### config.mk
export PLATFORM = sky130hd
export DESIGN_NAME = preemptive_priority_scheduler_unit
export DESIGN_NICKNAME = d
export VERILOG_FILES = /design/src/sv/psch_pkg.sv /design/src/sv/preemptive_priority_scheduler_unit.sv
export SDC_FILE = /design/constraint.sdc
export NUM_CORES = 1
export LEC_CHECK = 0
export BUFFER_PORTS_ARGS = -buffer_cell sky130_fd_sc_hd__buf_2
export CAP_MARGIN = 10
export CORE_MARGIN = 5
export CORE_UTILIZATION = 67
export CTS_BUF_LIST = sky130_fd_sc_hd__clkbuf_8
export DETAILED_ROUTE_END_ITERATION = 8
export GPL_ROUTABILITY_DRIVEN = 0
export PLACE_DENSITY = 0.92
export RECOVER_POWER = 100
export SETUP_SLACK_MARGIN = 0.2
export SYNTH_ARGS = -nofsm -noshare
export SYNTH_HDL_FRONTEND = slang
export SYNTH_SLANG_ARGS = --single-unit
### constraint.sdc
create_clock -name clk -period 11.9 [get_ports clk]
set_clock_uncertainty 0.15 [all_clocks]
set_input_delay 2.38 -clock clk [delete_from_list [all_inputs] [get_ports clk]]
set_output_delay 2.38 -clock clk [all_outputs]
set_load 0.05 [all_outputs]
### src/sv/psch_pkg.sv
// ----------------------------------------------------------------------------
// psch_pkg
// Types and codes shared by the preemptive priority scheduler.
// ----------------------------------------------------------------------------
package psch_pkg;

	localparam int IdW    = 8;
	localparam int BurstW = 16;
	localparam int PrioW  = 8;

	typedef logic [IdW-1:0]    id_t;
	typedef logic [BurstW-1:0] burst_t;
	typedef logic [PrioW-1:0]  prio_t;

	// input operation codes
	localparam logic OP_TICK   = 1'b0;
	localparam logic OP_ARRIVE = 1'b1;

	// one ready queue entry, also the shape of the running process
	typedef struct packed {
		id_t    id;
		burst_t burst;
		prio_t  prio;
	} entry_t;

endpackage

### src/sv/preemptive_priority_scheduler_unit.sv
// ----------------------------------------------------------------------------
// preemptive_priority_scheduler_unit
// Preemptive priority scheduler: ticks run the current process; arrivals start,
// preempt, join a priority-sorted ready queue held in one RAM, or are dropped.
// ----------------------------------------------------------------------------
//
//  channel | direction | handshake          | payload
//  --------+-----------+--------------------+-----------------------------------------
//  in      | sink      | in_valid/in_ready  | op, proc_id, burst_len, prio_level
//  out     | source    | out_valid/out_ready| ran_id, cpu_idle, completed, preempted,
//          |           |                    | dropped
//
//  A tick that completes a process while entries wait starts the queue head in
//  ST_POP (one RAM read). An arrival that runs at once or is dropped is handled
//  in ST_IDLE alone; one that joins the queue shifts each less urgent entry back
//  one per cycle in ST_INS_CMP through the single read and write port of the queue RAM.
//  The result is registered at input transfer; a new item is taken while it
//  waits only once the unit is idle and the result is being transferred.
//  Reset is asynchronous and needs no clearing pass; the queue RAM has no reset.

module preemptive_priority_scheduler_unit #(
	parameter int QUEUE_DEPTH = 16
) (
	input  logic             clk,
	input  logic             arst_n,
	input  logic             in_valid,
	output logic             in_ready,
	input  logic             op,
	input  psch_pkg::id_t    proc_id,
	input  psch_pkg::burst_t burst_len,
	input  psch_pkg::prio_t  prio_level,
	output logic             out_valid,
	input  logic             out_ready,
	output psch_pkg::id_t    ran_id,
	output logic             cpu_idle,
	output logic             completed,
	output logic             preempted,
	output logic             dropped
);
	import psch_pkg::*;

	localparam int AW = (QUEUE_DEPTH > 1) ? $clog2(QUEUE_DEPTH) : 1;
	localparam int CW = $clog2(QUEUE_DEPTH + 1);
	localparam logic [CW-1:0] FULL_CNT = CW'(QUEUE_DEPTH);
	localparam logic [AW:0]   DEPTH_W  = (AW+1)'(QUEUE_DEPTH);
	localparam logic [AW-1:0] LAST_ADR = AW'(QUEUE_DEPTH - 1);

	typedef enum logic [2:0] {
		ST_IDLE,
		ST_POP,
		ST_INS_CMP,
		ST_INS_FIN
	} state_t;

	// logical queue position to RAM address of the circular buffer
	function automatic logic [AW-1:0] phys(input logic [AW-1:0] head,
			input logic [AW-1:0] lg);
		logic [AW:0] s;
		s = {1'b0, head} + {1'b0, lg};
		if (s >= DEPTH_W)
			s = s - DEPTH_W;
		return s[AW-1:0];
	endfunction

	state_t          state_q;
	logic [CW-1:0]   count_q;
	logic [AW-1:0]   head_q;
	logic [AW-1:0]   pos_q;
	entry_t          ins_q;
	logic            run_valid_q;
	entry_t          run_q;
	logic            out_valid_q;
	id_t             ran_id_q;
	logic            cpu_idle_q;
	logic            completed_q;
	logic            preempted_q;
	logic            dropped_q;

	entry_t          mem [QUEUE_DEPTH];
	entry_t          rd_data_q;
	logic            rd_en;
	logic [AW-1:0]   rd_addr;
	logic            wr_en;
	logic [AW-1:0]   wr_addr;
	entry_t          wr_data;

	logic            in_xfer;
	logic            is_tick;
	logic            finish;
	logic            queue_full;
	logic            pos_last;
	entry_t          new_entry;

	id_t             res_ran;
	logic            res_idle;
	logic            res_done;
	logic            res_pre;
	logic            res_drop;

	assign in_ready   = (state_q == ST_IDLE) && (!out_valid_q || out_ready);
	assign in_xfer    = in_valid && in_ready;
	assign is_tick    = (op == OP_TICK);
	assign finish     = run_valid_q && (run_q.burst <= BurstW'(1));
	assign queue_full = (count_q == FULL_CNT);
	assign pos_last   = (pos_q == AW'(1));
	assign new_entry  = '{id: proc_id, burst: burst_len, prio: prio_level};

	// result of the item on the input
	assign res_ran  = (is_tick && run_valid_q) ? run_q.id : '0;
	assign res_idle = is_tick && !run_valid_q;
	assign res_done = is_tick && finish;
	assign res_pre  = !is_tick && run_valid_q && !queue_full && (prio_level < run_q.prio);
	assign res_drop = !is_tick && run_valid_q && queue_full;

	assign out_valid = out_valid_q;
	assign ran_id    = ran_id_q;
	assign cpu_idle  = cpu_idle_q;
	assign completed = completed_q;
	assign preempted = preempted_q;
	assign dropped   = dropped_q;

	// RAM port control
	always_comb begin
		rd_en   = 1'b0;
		rd_addr = head_q;
		wr_en   = 1'b0;
		wr_addr = phys(head_q, pos_q);
		wr_data = ins_q;
		case (state_q)
			ST_IDLE: begin
				if (in_xfer && is_tick && finish && (count_q != '0)) begin
					rd_en   = 1'b1;
					rd_addr = head_q;
				end else if (in_xfer && !is_tick && run_valid_q && !queue_full
						&& (count_q != '0)) begin
					rd_en   = 1'b1;
					rd_addr = phys(head_q, AW'(count_q - 1'b1));
				end
			end
			ST_INS_CMP: begin
				wr_en = 1'b1;
				if (rd_data_q.prio > ins_q.prio) begin
					wr_data = rd_data_q;
					if (!pos_last) begin
						rd_en   = 1'b1;
						rd_addr = phys(head_q, pos_q - AW'(2));
					end
				end
			end
			ST_INS_FIN: begin
				wr_en = 1'b1;
			end
			default: begin
				rd_en = 1'b0;
			end
		endcase
	end

	always_ff @(posedge clk) begin
		if (wr_en)
			mem[wr_addr] <= wr_data;
		if (rd_en)
			rd_data_q <= mem[rd_addr];
	end

	always_ff @(posedge clk or negedge arst_n) begin
		if (!arst_n) begin
			state_q     <= ST_IDLE;
			count_q     <= '0;
			head_q      <= '0;
			pos_q       <= '0;
			ins_q       <= '0;
			run_valid_q <= 1'b0;
			run_q       <= '0;
			out_valid_q <= 1'b0;
			ran_id_q    <= '0;
			cpu_idle_q  <= 1'b0;
			completed_q <= 1'b0;
			preempted_q <= 1'b0;
			dropped_q   <= 1'b0;
		end else begin
			if (in_xfer)
				out_valid_q <= 1'b1;
			else if (out_ready)
				out_valid_q <= 1'b0;
			case (state_q)
				ST_IDLE: begin
					if (in_xfer) begin
						ran_id_q    <= res_ran;
						cpu_idle_q  <= res_idle;
						completed_q <= res_done;
						preempted_q <= res_pre;
						dropped_q   <= res_drop;
						if (is_tick) begin
							if (finish) begin
								if (count_q == '0) begin
									run_valid_q <= 1'b0;
									run_q       <= '0;
								end else begin
									state_q <= ST_POP;
								end
							end else if (run_valid_q) begin
								run_q.burst <= run_q.burst - BurstW'(1);
							end
						end else if (!run_valid_q) begin
							run_valid_q <= 1'b1;
							run_q       <= new_entry;
						end else if (!queue_full) begin
							// insert either the displaced process or the arrival
							if (res_pre) begin
								ins_q <= run_q;
								run_q <= new_entry;
							end else begin
								ins_q <= new_entry;
							end
							pos_q   <= AW'(count_q);
							state_q <= (count_q == '0) ? ST_INS_FIN : ST_INS_CMP;
						end
					end
				end
				ST_POP: begin
					run_q   <= rd_data_q;
					head_q  <= (head_q == LAST_ADR) ? '0 : head_q + AW'(1);
					count_q <= count_q - CW'(1);
					state_q <= ST_IDLE;
				end
				ST_INS_CMP: begin
					if (rd_data_q.prio > ins_q.prio) begin
						// shift back one place and look at the next entry
						pos_q <= pos_q - AW'(1);
						if (pos_last)
							state_q <= ST_INS_FIN;
					end else begin
						count_q <= count_q + CW'(1);
						state_q <= ST_IDLE;
					end
				end
				ST_INS_FIN: begin
					count_q <= count_q + CW'(1);
					state_q <= ST_IDLE;
				end
				default: begin
					state_q <= ST_IDLE;
				end
			endcase
		end
	end

`ifndef SYNTHESIS
	a_count_range: assert property (@(posedge clk) disable iff (!arst_n)
		count_q <= FULL_CNT)
		else $error("queue count beyond depth");

	a_empty_when_idle_cpu: assert property (@(posedge clk) disable iff (!arst_n)
		(state_q == ST_IDLE && !run_valid_q) |-> (count_q == '0))
		else $error("queue holds entries while nothing runs");

	a_pop_follows: assert property (@(posedge clk) disable iff (!arst_n)
		(in_xfer && is_tick && finish && count_q != '0) |=> (state_q == ST_POP))
		else $error("completion did not start the queue head");

	a_fin_grows: assert property (@(posedge clk) disable iff (!arst_n)
		(state_q == ST_INS_FIN) |=> (count_q == $past(count_q) + CW'(1)))
		else $error("insert did not grow the queue");

	a_drop_full: assert property (@(posedge clk) disable iff (!arst_n)
		(out_valid_q && dropped_q) |-> queue_full)
		else $error("drop flagged with room in the queue");
`endif

endmodule

==> impl_metrics.csv, run 1 <==
group,metric,value,unit
sta,fin_crit_sh,76.8,%
logic_synthesis,synth_cell_types,57,
route,dr.pass1.iters,6,
route,viasPerCell,6.81,
sta,hold_violations,0,
route,drcViolationCount,0,
place,place_area,27600,µm²
logic_synthesis,synthArstFlopShare,14.6,%
power_and_ir_drop,p_leak,0.0105,µW
sta,worst_hold_slack,322,ps
logic_synthesis,synth_top_area_cell,"edfxtp_1",
power_and_ir_drop,peakVddDrop,0.432,mV
global_route,grt_overflow_total,0,
global_route,grt-busiest-layer,"met2",
logic_synthesis,ys_seq_elements,637,
route,wl_per_cell,25.8,µm
sta,grt_setup_unrepaired,"no",
route,drt_iter0_markers,2390,
clock_network,hold_buffers,0,
logic_synthesis,syn_area,26800,µm²
worst_setup_path,cp_data_arrival_time,9370,ps
clock_network,clk_pin_slew,70,ps
floorplan,io_pins,51,
cells_and_area,fin_nets,2016,
global_route,grt_pass1_vias,17700,
global_route,antenna_found_initial,0,
logic_synthesis,ys_warn_count,0,
logic_synthesis,post-synth-top-count-cell,"edfxtp_1",
logic_synthesis,synthFlopType,"edfxtp_1",
flow_run,maxCapViolCount,23,
floorplan,coreArea,39600,µm²
sta,setup_viol,0,
sta,tns,0,ps
place,io_buffers,50,
clock_network,clock_sinks,637,
sta,final_max_slew_viol_count,883,
logic_synthesis,synth_edf_count,544,
route,drtAntennaViolNets,0,
global_route,use_met2,48.3,%
logic_synthesis,synth_top_family_by_area,"compound AO/OA/AOI/OAI gates",
worst_setup_path,critPathCaptureType,"register",
sta,worst_pin_slew,4400,ps
worst_setup_path,cp_max_fo,78,
clock_network,postCtsSetupBuffers,0,
logic_synthesis,synth_compound_area_share,10.2,%
logic_synthesis,avgSynthCellArea,14.2,µm²
clock_network,ctsResizeCount,0,
logic_synthesis,synthTopCellsByCount,"544 x edfxtp_1, 266 x nand2_1, 168 x mux2i_1",
logic_synthesis,syn_nets,1966,
logic_synthesis,synth_area_leaders,"edfxtp_1 61%, dfrtp_1 8.7%, mux2i_1 6.3%, a221oi_1 4.2%, nand2_1 3.7%",
sta,period_needed,9140,ps
global_route,grt_max_degree,257,
clock_network,cts_buffer_depth,3,
route,drt-total-wl,65300,µm
outcome,status,"finished with violations",
logic_synthesis,yosysSeqAreaShare,69.6,%
worst_setup_path,critPathKind,"input port to register",
min_path,hold_path_class,"register to register",
cells_and_area,drive_gt1_share,9.36,%
clock_network,h-tree-depth,3,
global_route,grt_usage,29.4,%
power_and_ir_drop,power_density,302,nW/µm²
logic_synthesis,yosysTopAreaCellShare,60.9,%
logic_synthesis,synth_fa_ha_area_share,1.72,%
cells_and_area,diodes,0,
floorplan,fp-row-count,73,
worst_setup_path,cp-start-kind,"input port",
sta,max_freq,109,MHz
worst_setup_path,cp_data_required_time,12130,ps
clock_network,cts_buffers,93,
place,dp_hpwl,33300,µm
route,dr_total_vias,17300,
logic_synthesis,synth_xor_area_share,0.947,%
global_route,grt_pass1_wl,99600,µm
place,place_inst,2374,
cells_and_area,final_cells,2534,
floorplan,die_w,210,µm
clock_network,cts_tree,"done",
global_route,grt_use_met1,38.6,%
global_route,use_met3,6.09,%
power_and_ir_drop,fin_total_pwr,8780,µW
cells_and_area,stdcell_area,29100,µm²
clock_network,cts_root_buf,"clkbuf_8",
floorplan,start_util,67.6,%
floorplan,die_h,210,µm
floorplan,die-area,44100,µm²
clock_network,clkLatencyLatePin,670,ps
logic_synthesis,synthMuxAreaShare,7.95,%
outcome,violations,"max-capacitance violations, max-slew violations",
sta,relSlewSlack,-193,%
logic_synthesis,synth-simple-area-share,7.03,%
logic_synthesis,syn_inst,1894,
cells_and_area,area_delta_synth_final,8.56,%
## sequential cells by signal (all words and copies together), names as in the netlist
name / count
completed: 1
count_q: 5
cpu_idle: 1
dropped: 1
head_q: 4
ins_q: 32
mem: 512
out_valid: 1
pos_q: 4
preempted: 1
ran_id: 8
rd_data_q: 32
run_q: 32
run_valid_q: 1
state_q: 2
## stage by stage
stage          setup slack, ps  util [%]
2_1_floorplan             6370         -
3_3_place_gp              4500      69.6
3_5_place_dp              4250      69.6
4_1_cts                   4920      73.8
5_1_grt                   2520      73.4
6_report                  2760      73.4
## critical path, stage by stage
cell and delay, ps:
clkbuf_1 1850, nand2_1 490, or3_1 620, a21oi_1 180
o32a_1 310, and2_4 720, clkbuf_2 1590, mux2i_1 330
a221oi_1 160, or4_1 590
## cells in the final DEF (no fill, tap or decap), types with 3 or more instances in the layout
cell type     n
buf_2        34
nand3b_1      3
mux2_2        9
mux2i_1     168
nor3_1       10
or4_1        34
clkbuf_1     38
xnor2_1      20
or3_1         5
inv_1        57
buf_4         6
a21oi_1     151
clkinvlp_4    4
clkbuf_8     96
a221oi_1    128
ha_1         32
o221ai_1      3
o31ai_1       3
xor2_1        9
dfrtp_1      93
nand4_1       5
clkinv_1     22
and4_1        3
mux2_1       31
and2_1        4
and3_1       13
bufinv_16     3
a21o_1        8
nor4_1        3
edfxtp_1    544
o311ai_0     15
o21ai_0      89
nor2b_1       3
fa_1          3
nand2b_1      4
nand2_1     265
nand3_1      19
nor2_4       16
clkinv_2      7
nor2_1       16
## cells by family after synthesis
logic type / after synthesis
and+or+nand+nor: 411
muxes: 208
DFF: 637
AOI/OAI and AO/OA: 417
buffers and inverters: 157
adders and majority gates: 35
xor gates and xnor gates: 29
## layout make-up
| type | count | area [µm²] |
|---|---|---|
| Timing Repair Buffer | 81 | 403 |
| Sequential cell | 637 | 18700 |
| Multi-Input combinational cell | 1100 | 7590 |
| Inverter | 31 | 116 |
| Tap cell | 525 | 657 |
| Clock inverter | 64 | 353 |
| Clock buffer | 96 | 1320 |
| Fill cell | 2324 | 10500 |
## layer usage
layer	wire length, µm	vias up
met1	23800	8522
met2	31600	1123
met4	2870	0
met5	0	-
met3	6980	236
li1	-	7387
## path summary, 6_finish.rpt
path / startpoint / end / slack [ps] / cells after the start
worst max-delay path: op / rd_data_q[17] / 2760 / 10
worst min-delay path: ran_id[4] / ran_id[4] / 320 / 2
worst max register to register: state_q[0] / rd_data_q[17] / 5400 / 10
worst min register to register: ran_id[4] / ran_id[4] / 320 / 2
max in group asynchronous: arst_n / ins_q[19] / 5300 / 2
min in group asynchronous: arst_n / count_q[3] / 1620 / 1
## power by group
group	internal (µW)	leakage (µW)	switching, µW
Clock	811	0.000946	802
Combinational	1160	0.00338	2490
Sequential	3300	0.00615	222
No activity file was read; power rests on OpenSTA's default activity.
==> run 2, diff against run 1 <==
--- a/config.mk
+++ b/config.mk
@@ -8,11 +8,11 @@
 export BUFFER_PORTS_ARGS = -buffer_cell sky130_fd_sc_hd__buf_2
 export CAP_MARGIN = 10
 export CORE_MARGIN = 5
-export CORE_UTILIZATION = 67
+export CORE_UTILIZATION = 59
 export CTS_BUF_LIST = sky130_fd_sc_hd__clkbuf_8
 export DETAILED_ROUTE_END_ITERATION = 8
 export GPL_ROUTABILITY_DRIVEN = 0
-export PLACE_DENSITY = 0.92
+export PLACE_DENSITY = 0.87
 export RECOVER_POWER = 100
 export SETUP_SLACK_MARGIN = 0.2
 export SYNTH_ARGS = -nofsm -noshare
==> constraint.sdc (replaced) <==
create_clock -name clk -period 8.15 [get_ports clk]
set_clock_uncertainty 0.15 [all_clocks]
set_input_delay 1.63 -clock clk [delete_from_list [all_inputs] [get_ports clk]]
set_output_delay 1.63 -clock clk [all_outputs]
set_load 0.05 [all_outputs]
==> run 2 against run 1 <==
Compared with the run above:
- largest power group unchanged
- the run still ends with max-capacitance violations, max-slew violations left
- global-route usage fell by 3.6 points
- register-to-register slack worse by 4000 ps
- combinational power rose by 46%
- first-iteration DRC count is 7.8% higher
- critical path type is now register to register
- sequential power rose by 46%
- non-clock buffer count rose by 6
- largest cell class unchanged
- highest routed layer unchanged
==> impl_metrics.csv, run 2 (same netlist as run 1, synthesis figures left out) <==
group,metric,value,unit
cells_and_area,final_cell_mix,"544 x edfxtp_1, 265 x nand2_1, 168 x mux2i_1, 151 x a21oi_1, 128 x a221oi_1",
sta,setup_viol,0,
sta,period_needed,6730,ps
cells_and_area,largest-register,"mem",
outcome,violations,"max-capacitance violations, max-slew violations",
min_path,hold_path_class,"register to register",
worst_setup_path,crit-reg2reg-launch,"state_q[1]",
floorplan,die_h,223,µm
worst_setup_path,cp_data_required_time,8200,ps
cells_and_area,fin_util,65.1,%
cells_and_area,ff_latch_area,18700,µm²
cells_and_area,fin_nets,2029,
cells_and_area,largest_reg_flops,512,
floorplan,coreArea,45200,µm²
sta,fin_crit_sh,82.6,%
floorplan,io_pins,51,
worst_setup_path,cp-start-kind,"register",
global_route,grt_max_degree,257,
flow_run,maxCapViolCount,28,
route,wl_per_cell,25.1,µm
min_path,min_to,"ran_id[6]",
place,io_buffers,50,
sta,grt_setup_unrepaired,"no",
floorplan,die_w,223,µm
sta,tns,0,ps
sta,hold_violations,0,
sta,final_max_slew_viol_count,865,
global_route,grt_pass1_vias,17100,
route,drt_iter0_markers,2576,
route,drtAntennaViolNets,0,
route,dr_total_vias,17300,
clock_network,hold_buffers,0,
clock_network,cts_root_buf,"clkbuf_8",
sta,relSlewSlack,-115,%
cells_and_area,area_delta_synth_final,9.77,%
worst_setup_path,cp_max_fo,39,
min_path,whs_path_depth,2,
worst_setup_path,cp_data_arrival_time,6790,ps
route,viasPerCell,6.57,
clock_network,postCtsSetupBuffers,0,
floorplan,start_util,59.3,%
worst_setup_path,reg2reg_to,"rd_data_q[21]",
clock_network,cts_buffers,100,
global_route,grt_overflow_total,0,
route,drt-total-wl,66100,µm
sta,worst_pin_slew,3220,ps
power_and_ir_drop,p_leak,0.0107,µW
route,dr.pass1.iters,6,
cells_and_area,multi_input_area,7560,µm²
clock_network,cts_tree,"done",
global_route,antenna_found_initial,2,
clock_network,cts_buffer_depth,3,
worst_setup_path,critPathCaptureType,"register",
sta,max_freq,148,MHz
global_route,grt_usage,25.8,%
floorplan,fp-row-count,78,
min_path,min_from,"ran_id[6]",
worst_setup_path,r2r_cells,6,
cells_and_area,fillerInstances,3008,
power_and_ir_drop,power_density,441,nW/µm²
power_and_ir_drop,peakVddDrop,0.613,mV
cells_and_area,mostFrequentLayoutCell,"edfxtp_1",
global_route,grt_pass1_wl,98800,µm
clock_network,clk_pin_slew,60,ps
outcome,status,"finished with violations",
floorplan,die-area,49800,µm²
clock_network,clock_sinks,637,
worst_setup_path,critPathKind,"register to register",
worst_setup_path,reg2reg_slack,1420,ps
route,drcViolationCount,0,
clock_network,clkLatencyLatePin,700,ps
place,dp_hpwl,34000,µm
clock_network,ctsResizeCount,0,
clock_network,h-tree-depth,3,
cells_and_area,drive_gt1_share,9.77,%
==> run 2: cell types whose count changed in the layout (fill, tap and decap cells not counted), moves of 2 or more <==
cell / previous run / this run
bufinv_16: 3 / 1
clkbuf_8: 96 / 109
nor2_1: 16 / 23
clkinvlp_4: 4 / 2
inv_12: 0 / 3
nor2_4: 16 / 10
inv_1: 57 / 79
buf_4: 6 / 9
clkinv_1: 22 / 9
==> run 2: metrics by stage <==
step	hold WS, ps	instances	power [µW]	area (µm²)	worst slack, ps
CTS	322	2636	12900	29600	2830
global placement	296	2454	10100	27700	2350
global route	340	2637	13600	29400	1360
detailed placement	309	2455	10400	27700	2190
floorplan	294	1894	8950	26800	3670
finish	325	2637	13000	29400	1420
==> run 2: worst max-delay path by stage <==
stage,endpoint,slack (ps),startpoint,depth (start not counted)
2_1_floorplan,rd_data_q[10],3670,out_ready,13
3_3_place_gp,rd_data_q[27],2350,out_ready,11
3_5_place_dp,rd_data_q[9],2190,out_ready,11
4_1_cts,rd_data_q[30],2830,out_ready,11
5_1_grt,rd_data_q[21],1360,state_q[1],6
6_report,rd_data_q[21],1420,state_q[1],6
==> run 2: per-layer routing <==
layer / wire, µm / global-route usage, % / part of all wire (%) / vias up
li1: - / - / - / 7431
met1: 24600 / 35.4 / 37 / 8511
met2: 31200 / 40.4 / 47 / 1191
met3: 8040 / 6.11 / 12 / 186
met4: 2200 / 10.2 / 3.3 / 0
met5: 0 / 0 / 0 / -
==> run 2: critical path: stages (launching register included) <==
cell,delay (ps)
dfrtp_1,850
clkinv_1,470
nor2_1,570
nand3b_1,180
clkbuf_1,1190
o211ai_1,550
clkbuf_1,2270
==> run 2: final cells by class <==
type / count / share of cell area (%)
repair buffers: 87 / 1.62
multi-input cells: 1100 / 25.7
diodes: 1 / 0.00850
clock inverters: 72 / 1.22
inverters: 31 / 0.395
clock buffers: 109 / 5.10
flip-flops and latches: 637 / 63.4
well taps: 600 / 2.55
==> run 2: power breakdown <==
| group | switching, µW | internal [µW] | total (µW) |
|---|---|---|---|
| sequential | 329 | 4810 | 5140 |
| clock | 1230 | 1270 | 2500 |
| combinational | 3630 | 1700 | 5340 |
